--- src/lfucct_pkg.sv ---
// ----------------------------------------------------------------------------
// lfucct_pkg
// Shared types and constants of the cluster cache tag controller: slot
// count, field widths, status codes and the request and result words.
// ----------------------------------------------------------------------------
package lfucct_pkg;

    localparam int MAX_SLOTS    = 64;
    localparam int SLOT_W       = (MAX_SLOTS > 1) ? $clog2(MAX_SLOTS) : 1;
    localparam int CNT_W        = $clog2(MAX_SLOTS + 1);
    localparam int CAP_W        = 7;
    localparam int TAG_W        = 32;
    localparam int USE_W        = 32;
    localparam int STATUS_W     = 3;
    localparam int SLOT_FIELD_W = 6;

    localparam logic [STATUS_W-1:0] ST_DISABLED  = 3'd0;
    localparam logic [STATUS_W-1:0] ST_HIT       = 3'd1;
    localparam logic [STATUS_W-1:0] ST_READ_MISS = 3'd2;
    localparam logic [STATUS_W-1:0] ST_FILL      = 3'd3;
    localparam logic [STATUS_W-1:0] ST_EVICT     = 3'd4;

    localparam logic FUNC_READ  = 1'b0;
    localparam logic FUNC_WRITE = 1'b1;

    typedef struct packed {
        logic             func;
        logic [TAG_W-1:0] cluster_number;
    } lfucct_in_t;

    typedef struct packed {
        logic [STATUS_W-1:0]     status;
        logic [SLOT_FIELD_W-1:0] slot;
        logic [TAG_W-1:0]        evicted_cluster;
    } lfucct_out_t;

endpackage

--- src/lfu_cluster_cache_tags.sv ---
// ----------------------------------------------------------------------------
// lfu_cluster_cache_tags
// Tag store and least-frequently-used replacement of a fully associative
// cluster cache; data lives outside, addressed by the reported slot.
// ----------------------------------------------------------------------------
// Usage:
//   Request words (func, cluster_number) enter on in_valid/in_ready; one
//   result word (status, slot, evicted_cluster) leaves on out_valid/out_ready
//   per request. cfg_we writes capacity_blocks; the user must do so only
//   while the block is idle, which the block itself does not enforce.
//   Each request walks the filled slots one per cycle through a single
//   tag/use-count memory read port and one shared compare unit, which finds
//   a hit and the minimum-use victim in the same pass. The walk covers the
//   filled slots, at most MAX_SLOTS of them; a hit ends the walk early.
//   in_ready is high only between requests. The result sits in an output
//   register, so a new request is taken while the last word still waits;
//   if the receiver stalls long enough, the next request holds in its
//   update step until the output register frees up.
//   Reset clears the fill count and the capacity (cache disabled); the tag
//   and use-count memories are not cleared, since only filled slots are read.
// ----------------------------------------------------------------------------
module lfu_cluster_cache_tags
    import lfucct_pkg::*;
(
    input  logic        clk,
    input  logic        rst_n,
    input  logic        in_valid,
    output logic        in_ready,
    input  lfucct_in_t  in_data,
    output logic        out_valid,
    input  logic        out_ready,
    output lfucct_out_t out_data,
    input  logic        cfg_we,
    input  logic [CAP_W-1:0] cfg_wdata
);

    typedef enum logic [1:0] {
        S_IDLE,
        S_SCAN,
        S_DECIDE
    } state_t;

    // Tag and use-count memories, one entry per slot.
    logic [TAG_W-1:0] tag_mem [MAX_SLOTS];
    logic [USE_W-1:0] use_mem [MAX_SLOTS];

    state_t            state_reg,       state_next;
    logic              func_reg,        func_next;
    logic [TAG_W-1:0]  tag_reg,         tag_next;
    logic              cap_zero_reg,    cap_zero_next;
    logic [CNT_W-1:0]  cap_eff_reg,     cap_eff_next;
    logic [CNT_W-1:0]  scan_len_reg,    scan_len_next;
    logic [CNT_W-1:0]  issue_cnt_reg,   issue_cnt_next;
    logic              rd_v_reg,        rd_v_next;
    logic [SLOT_W-1:0] rd_idx_reg,      rd_idx_next;
    logic              hit_reg,         hit_next;
    logic [SLOT_W-1:0] hit_idx_reg,     hit_idx_next;
    logic [USE_W-1:0]  hit_uses_reg,    hit_uses_next;
    logic              have_vic_reg,    have_vic_next;
    logic [SLOT_W-1:0] vic_idx_reg,     vic_idx_next;
    logic [USE_W-1:0]  vic_uses_reg,    vic_uses_next;
    logic [TAG_W-1:0]  vic_tag_reg,     vic_tag_next;
    logic [CNT_W-1:0]  filled_reg,      filled_next;
    logic [CAP_W-1:0]  capacity_reg,    capacity_next;
    logic              out_valid_reg,   out_valid_next;
    lfucct_out_t       out_reg,         out_next;

    // Registered memory read data.
    logic [TAG_W-1:0]  rd_tag_reg;
    logic [USE_W-1:0]  rd_use_reg;

    logic              rd_en;
    logic [SLOT_W-1:0] rd_addr;
    logic              tag_we;
    logic              use_we;
    logic [SLOT_W-1:0] wr_addr;
    logic [USE_W-1:0]  wr_use;
    logic              hit_now;
    logic              load_out;
    lfucct_out_t       result;

    assign in_ready  = (state_reg == S_IDLE);
    assign out_valid = out_valid_reg;
    assign out_data  = out_reg;
    assign rd_addr   = issue_cnt_reg[SLOT_W-1:0];
    assign hit_now   = (state_reg == S_SCAN) && rd_v_reg && (rd_tag_reg == tag_reg);
    assign rd_en     = (state_reg == S_SCAN) && (issue_cnt_reg < scan_len_reg) && !hit_now;
    assign load_out  = (state_reg == S_DECIDE) && (!out_valid_reg || out_ready);

    // Result and memory update of the decide step.
    always_comb
    begin
        result  = '0;
        tag_we  = 1'b0;
        use_we  = 1'b0;
        wr_addr = hit_idx_reg;
        wr_use  = '0;
        if (cap_zero_reg)
        begin
            result.status = ST_DISABLED;
        end
        else if (hit_reg)
        begin
            result.status = ST_HIT;
            result.slot   = SLOT_FIELD_W'(hit_idx_reg);
            use_we        = load_out;
            wr_use        = (hit_uses_reg == {USE_W{1'b1}}) ? hit_uses_reg
                                                             : hit_uses_reg + 1'b1;
        end
        else if (func_reg == FUNC_READ)
        begin
            result.status = ST_READ_MISS;
        end
        else if (scan_len_reg < cap_eff_reg)
        begin
            result.status = ST_FILL;
            result.slot   = SLOT_FIELD_W'(scan_len_reg);
            wr_addr       = scan_len_reg[SLOT_W-1:0];
            tag_we        = load_out;
            use_we        = load_out;
        end
        else
        begin
            result.status          = ST_EVICT;
            result.slot            = SLOT_FIELD_W'(vic_idx_reg);
            result.evicted_cluster = vic_tag_reg;
            wr_addr                = vic_idx_reg;
            tag_we                 = load_out;
            use_we                 = load_out;
        end
    end

    // Sequencer: accept, walk the filled slots, decide and write back.
    always_comb
    begin
        state_next     = state_reg;
        func_next      = func_reg;
        tag_next       = tag_reg;
        cap_zero_next  = cap_zero_reg;
        cap_eff_next   = cap_eff_reg;
        scan_len_next  = scan_len_reg;
        issue_cnt_next = issue_cnt_reg;
        rd_v_next      = rd_en;
        rd_idx_next    = rd_addr;
        hit_next       = hit_reg;
        hit_idx_next   = hit_idx_reg;
        hit_uses_next  = hit_uses_reg;
        have_vic_next  = have_vic_reg;
        vic_idx_next   = vic_idx_reg;
        vic_uses_next  = vic_uses_reg;
        vic_tag_next   = vic_tag_reg;
        filled_next    = filled_reg;
        capacity_next  = cfg_we ? cfg_wdata : capacity_reg;
        out_valid_next = out_valid_reg && !out_ready;
        out_next       = out_reg;

        case (state_reg)
            S_IDLE:
            begin
                if (in_valid)
                begin
                    func_next      = in_data.func;
                    tag_next       = in_data.cluster_number;
                    cap_zero_next  = (capacity_reg == '0);
                    cap_eff_next   = (32'(capacity_reg) > 32'(MAX_SLOTS))
                                     ? CNT_W'(MAX_SLOTS) : CNT_W'(capacity_reg);
                    // A disabled cache skips the walk.
                    scan_len_next  = (capacity_reg == '0) ? '0 : filled_reg;
                    issue_cnt_next = '0;
                    hit_next       = 1'b0;
                    have_vic_next  = 1'b0;
                    state_next     = S_SCAN;
                end
            end
            S_SCAN:
            begin
                if (rd_en)
                begin
                    issue_cnt_next = issue_cnt_reg + 1'b1;
                end
                if (hit_now)
                begin
                    hit_next      = 1'b1;
                    hit_idx_next  = rd_idx_reg;
                    hit_uses_next = rd_use_reg;
                    state_next    = S_DECIDE;
                end
                else
                begin
                    if (rd_v_reg && (!have_vic_reg || rd_use_reg < vic_uses_reg))
                    begin
                        have_vic_next = 1'b1;
                        vic_idx_next  = rd_idx_reg;
                        vic_uses_next = rd_use_reg;
                        vic_tag_next  = rd_tag_reg;
                    end
                    if (!rd_en && !rd_v_reg)
                    begin
                        state_next = S_DECIDE;
                    end
                end
            end
            S_DECIDE:
            begin
                if (load_out)
                begin
                    out_valid_next = 1'b1;
                    out_next       = result;
                    if (!cap_zero_reg && !hit_reg && func_reg == FUNC_WRITE &&
                        scan_len_reg < cap_eff_reg)
                    begin
                        filled_next = filled_reg + 1'b1;
                    end
                    state_next = S_IDLE;
                end
            end
            default:
            begin
                state_next = S_IDLE;
            end
        endcase
    end

    always_ff @(posedge clk or negedge rst_n)
    begin
        if (!rst_n)
        begin
            state_reg     <= S_IDLE;
            rd_v_reg      <= 1'b0;
            hit_reg       <= 1'b0;
            have_vic_reg  <= 1'b0;
            cap_zero_reg  <= 1'b1;
            issue_cnt_reg <= '0;
            scan_len_reg  <= '0;
            filled_reg    <= '0;
            capacity_reg  <= '0;
            out_valid_reg <= 1'b0;
            out_reg       <= '0;
        end
        else
        begin
            state_reg     <= state_next;
            rd_v_reg      <= rd_v_next;
            hit_reg       <= hit_next;
            have_vic_reg  <= have_vic_next;
            cap_zero_reg  <= cap_zero_next;
            issue_cnt_reg <= issue_cnt_next;
            scan_len_reg  <= scan_len_next;
            filled_reg    <= filled_next;
            capacity_reg  <= capacity_next;
            out_valid_reg <= out_valid_next;
            out_reg       <= out_next;
        end
    end

    // Payload registers, no reset.
    always_ff @(posedge clk)
    begin
        func_reg     <= func_next;
        tag_reg      <= tag_next;
        cap_eff_reg  <= cap_eff_next;
        rd_idx_reg   <= rd_idx_next;
        hit_idx_reg  <= hit_idx_next;
        hit_uses_reg <= hit_uses_next;
        vic_idx_reg  <= vic_idx_next;
        vic_uses_reg <= vic_uses_next;
        vic_tag_reg  <= vic_tag_next;
    end

    // Memories: one write and one registered read per cycle.
    always_ff @(posedge clk)
    begin
        if (tag_we)
        begin
            tag_mem[wr_addr] <= tag_reg;
        end
        rd_tag_reg <= tag_mem[rd_addr];
    end

    always_ff @(posedge clk)
    begin
        if (use_we)
        begin
            use_mem[wr_addr] <= wr_use;
        end
        rd_use_reg <= use_mem[rd_addr];
    end

    // The fill count never runs past the slot count.
    a_filled_bound: assert property (@(posedge clk) disable iff (!rst_n)
        filled_reg <= CNT_W'(MAX_SLOTS))
        else $error("fill count beyond slot count");

    // The walk never reads past the filled slots.
    a_issue_bound: assert property (@(posedge clk) disable iff (!rst_n)
        (state_reg == S_SCAN) |-> (issue_cnt_reg <= scan_len_reg))
        else $error("slot walk past fill count");

    // A free-slot fill bumps the fill count by exactly one.
    a_fill_count: assert property (@(posedge clk) disable iff (!rst_n)
        (load_out && result.status == ST_FILL) |=>
            (filled_reg == $past(filled_reg) + 1'b1))
        else $error("fill did not advance fill count");

    // An eviction only happens with the cache full.
    a_evict_full: assert property (@(posedge clk) disable iff (!rst_n)
        (load_out && result.status == ST_EVICT) |->
            (filled_reg >= cap_eff_reg && !cap_zero_reg))
        else $error("eviction with free slots left");

endmodule
--- config.mk ---
export PLATFORM = sky130hd
export DESIGN_NAME = lfu_cluster_cache_tags
export DESIGN_NICKNAME = d
export VERILOG_FILES = /design/src/lfucct_pkg.sv /design/src/lfu_cluster_cache_tags.sv
export SDC_FILE = /design/constraint.sdc
export NUM_CORES = 2
export LEC_CHECK = 0
export BUFFER_PORTS_ARGS = -buffer_cell sky130_fd_sc_hd__buf_2
export CAP_MARGIN = 20
export CORE_MARGIN = 5
export CORE_UTILIZATION = 55
export CTS_BUF_LIST = sky130_fd_sc_hd__clkbuf_8
export CTS_CLUSTER_SIZE = 14
export DETAILED_ROUTE_END_ITERATION = 10
export PLACE_DENSITY = 0.76
export SYNTH_ARGS = -nofsm -noshare
export SYNTH_HDL_FRONTEND = slang
export SYNTH_SLANG_ARGS = --single-unit
export TNS_END_PERCENT = 30
--- constraint.sdc ---
create_clock -name clk -period 18.15 [get_ports clk]
set_clock_uncertainty 0.2 [all_clocks]
set_input_delay 3.63 -clock clk [delete_from_list [all_inputs] [get_ports clk]]
set_output_delay 3.63 -clock clk [all_outputs]
set_load 0.05 [all_outputs]
==> flow_summary.yaml <==
synthesis:
  yosysWarningCount: 0
  synth_xor_area_share_pct: 0.335
  netlist.top_cell.by_area: "edfxtp_1"
  synthTopCellsByCount: "edfxtp_1 (4244), mux4_2 (1279), clkbuf_1 (212)"
  synth_area_um2: 167000
  synth_seq_cells: 4390
  synth.area.top_cells: "edfxtp_1 (76%), mux4_2 (17%), dfrtp_1 (1.1%)"
  yosys.area_share.adder_pct: 0.344
  yosysMostFrequentCell: "edfxtp_1"
  synth-compound-area-share_pct: 1.28
  netlist.area_leader.share_pct: 76.3
  synth_cell_types: 64
  synthCells: 6946
  synth_top_family_by_area: "multiplexers"
  async_flop_share_pct: 1.73
  muxShareOfSynthArea_pct: 17.4
  synth_fp_nets: 7037
  yosys.area_share.simple_pct: 1.31
  synth-seq-area-share_pct: 78.2
  synth_top_flop_cell: "edfxtp_1"
  synth_edf_count: 4244
  avgSynthCellArea_um2: 24.1
cts:
  cts.reportedPaths.clkPinSlew_ns: 0.07
  cts-root-buf: "clkbuf_8"
  hold_buffers: 0
  cts_tree: "done"
  post_cts_buffers: 0
  clk_path_buf_depth: 4
  clk_latency_ns: 1.26
  post_cts_resized: 0
  htree_levels: 6
  cts_sinks: 4390
  numCtsBuffers: 662
critical_path:
  worstPathMaxFanout: 7
  cp-end-kind: "output pin"
  arrival_ns: 2.76
  startpoint: "state_reg[1]$_DFFE_PN0P_"
  worst_setup_path_start_kind: "flop"
  crit_type: "flop to output pin"
  ff2ff_path_depth: 8
  reg2reg_from: "issue_cnt_reg[0]$_DFFE_PN0P_"
  crit_path_end: "in_ready"
  cp.required_ns: 14.32
  timing.rr.end: "rd_use_reg[25]$_DFF_P_"
  rrSetupSlack_ns: 11.66
power:
  p_leak_nw: 60.9
  p_total_mw: 22.5
  power_density_nw_per_um2: 121
  irDropWorstVdd_mv: 0.110
cells_and_area:
  fin_util_pct: 61.6
  fill_cells: 19483
  drive_gt1_share_pct: 32.8
  instances_no_fill: 12109
  finalNetCount: 7717
  syn2layout_area_growth_pct: 11.6
flow_run:
  max_cap_violations: 0
routing:
  highest_layer: "met5"
  drc: 0
  firstDrtPassIters: 6
  detail-route-antenna-nets: 0
  wl_met3_um: 49500
  dr.first_iter.drc_count: 12821
  wl_um: 401000
  wl_per_cell_um: 33.1
  met1_length_um: 148000
  vias: 79606
  vias_per_cell: 6.57
  met2_length_um: 185000
die:
  ios: 88
  initial_core_util_pct: 55.2
  placement_rows: 202
  die_y_um: 561
  dieArea_um2: 315000
  coreArea_um2: 303000
  die_x_um: 561
sta:
  setup_tns_ns: 0
  fin_ws_ns: 11.56
  rsz0062_at_grt: "no"
  max_freq_ghz: 0.152
  layout_min_cycle_time_ns: 6.59
  worst_slew_pin_slew_ns: 1.13
  finalSetupViolations: 0
  slew_headroom_pct: 24.2
  report.final.slew_viol_count: 0
  min_period_over_period_pct: 36.3
  hold_violations: 0
placed_design:
  port_buffers: 87
  dpl.hpwl_um: 250000
  pre_cts_ws_ns: 9.95
  place_congestion: 0.897
  dp.cells: 10932
status:
  status: "completed"
grt:
  grt_pass1_vias: 79314
  antenna_found_initial: 5
  overflow: 0
  grt_max_degree: 153
  track_usage_pct: 25.2
  grt_first_pass_wirelength_um: 571000
min_path:
  hold_path.class: "flop to flop"
per-stage QoR:
| stage | hold slack [ns] | area, um^2 |
|---|---|---|
| after floorplan | 0.169 | 167000 |
| after detailed placement | 0.220 | 174000 |
| after CTS | 0.216 | 186000 |
| final | 0.221 | 187000 |
| after global placement | 0.206 | 174000 |
| after global routing | 0.227 | 187000 |
layer usage:
metal | track usage [%] | vias to the layer above
li1 | - | 31437
met4 | 10.3 | 2
met2 | 37.3 | 5613
met3 | 6.07 | 721
met1 | 37.0 | 41833
met5 | 0 | -
placed cells by master (no fill, tap or decap), types with 12 or more instances in the layout:
cell       instances
clkinv_2          49
nor3_1            17
a22o_1            39
a21o_1            14
clkinv_1         145
nand4_1           27
dfrtp_1           72
a22oi_1          127
bufinv_16         12
mux2i_1           13
a21oi_1           33
buf_2             86
nor4_4            14
nor2_1            18
ha_1              46
nor4_2            42
nor2_4            28
clkbuf_8         676
dfxtp_1           70
mux4_2          1279
nand2_1          120
inv_1            283
o21ai_0           24
nor3_2            73
nand3_1           20
mux2_2            14
buf_4            291
edfxtp_1        4244
xnor2_1           62
critical path, stage by stage, from the launching register on:
cell and delay, ns:
dfrtp_1 0.46, nor2_1 0.64, buf_2 0.39
cell type report:
cell class	instances	area, um^2	area share [%]
flip-flops and latches	4390	131000	70.1
clock buffers	675	9290	4.98
well taps	3978	4980	2.67
inverters	58	225	0.121
repair buffers	390	2850	1.53
diodes	5	12.5	0.00671
multi-input cells	2124	35700	19.1
clock inverters	489	2770	1.49
cell families after synthesis:
family | after synthesis
flops | 4390
mux | 1307
buf+inv | 432
simple gates | 418
compound gates | 289
xor+xnor | 64
fa+ha+maj | 46
power by group:
part           leakage (nW)  total, mW  internal (mW)  switching, mW
clock network          6.98       7.45           3.67           3.78
logic                  11.6       3.51           1.46           2.04
registers              42.3       11.5           11.4          0.166
total                  60.9       22.5           16.5           5.99
worst min-delay path by stage:
stage / slack (ns) / from / endpoint / cells past startpoint
6_report: 0.22 / rd_tag_reg[0]$_DFF_P_ / vic_tag_reg[0]$_DFFE_PP_ / 0
3_5_place_dp: 0.22 / rd_idx_reg[0]$_DFF_P_ / hit_idx_reg[0]$_DFFE_PP_ / 0
3_3_place_gp: 0.21 / rd_idx_reg[0]$_DFF_P_ / hit_idx_reg[0]$_DFFE_PP_ / 0
4_1_cts: 0.22 / rd_tag_reg[0]$_DFF_P_ / vic_tag_reg[0]$_DFFE_PP_ / 0
5_1_grt: 0.23 / rd_tag_reg[0]$_DFF_P_ / vic_tag_reg[0]$_DFFE_PP_ / 0
2_1_floorplan: 0.17 / issue_cnt_reg[3]$_DFFE_PN0P_ / rd_idx_reg[3]$_DFF_P_ / 0
(Power assumes the default switching activity.)
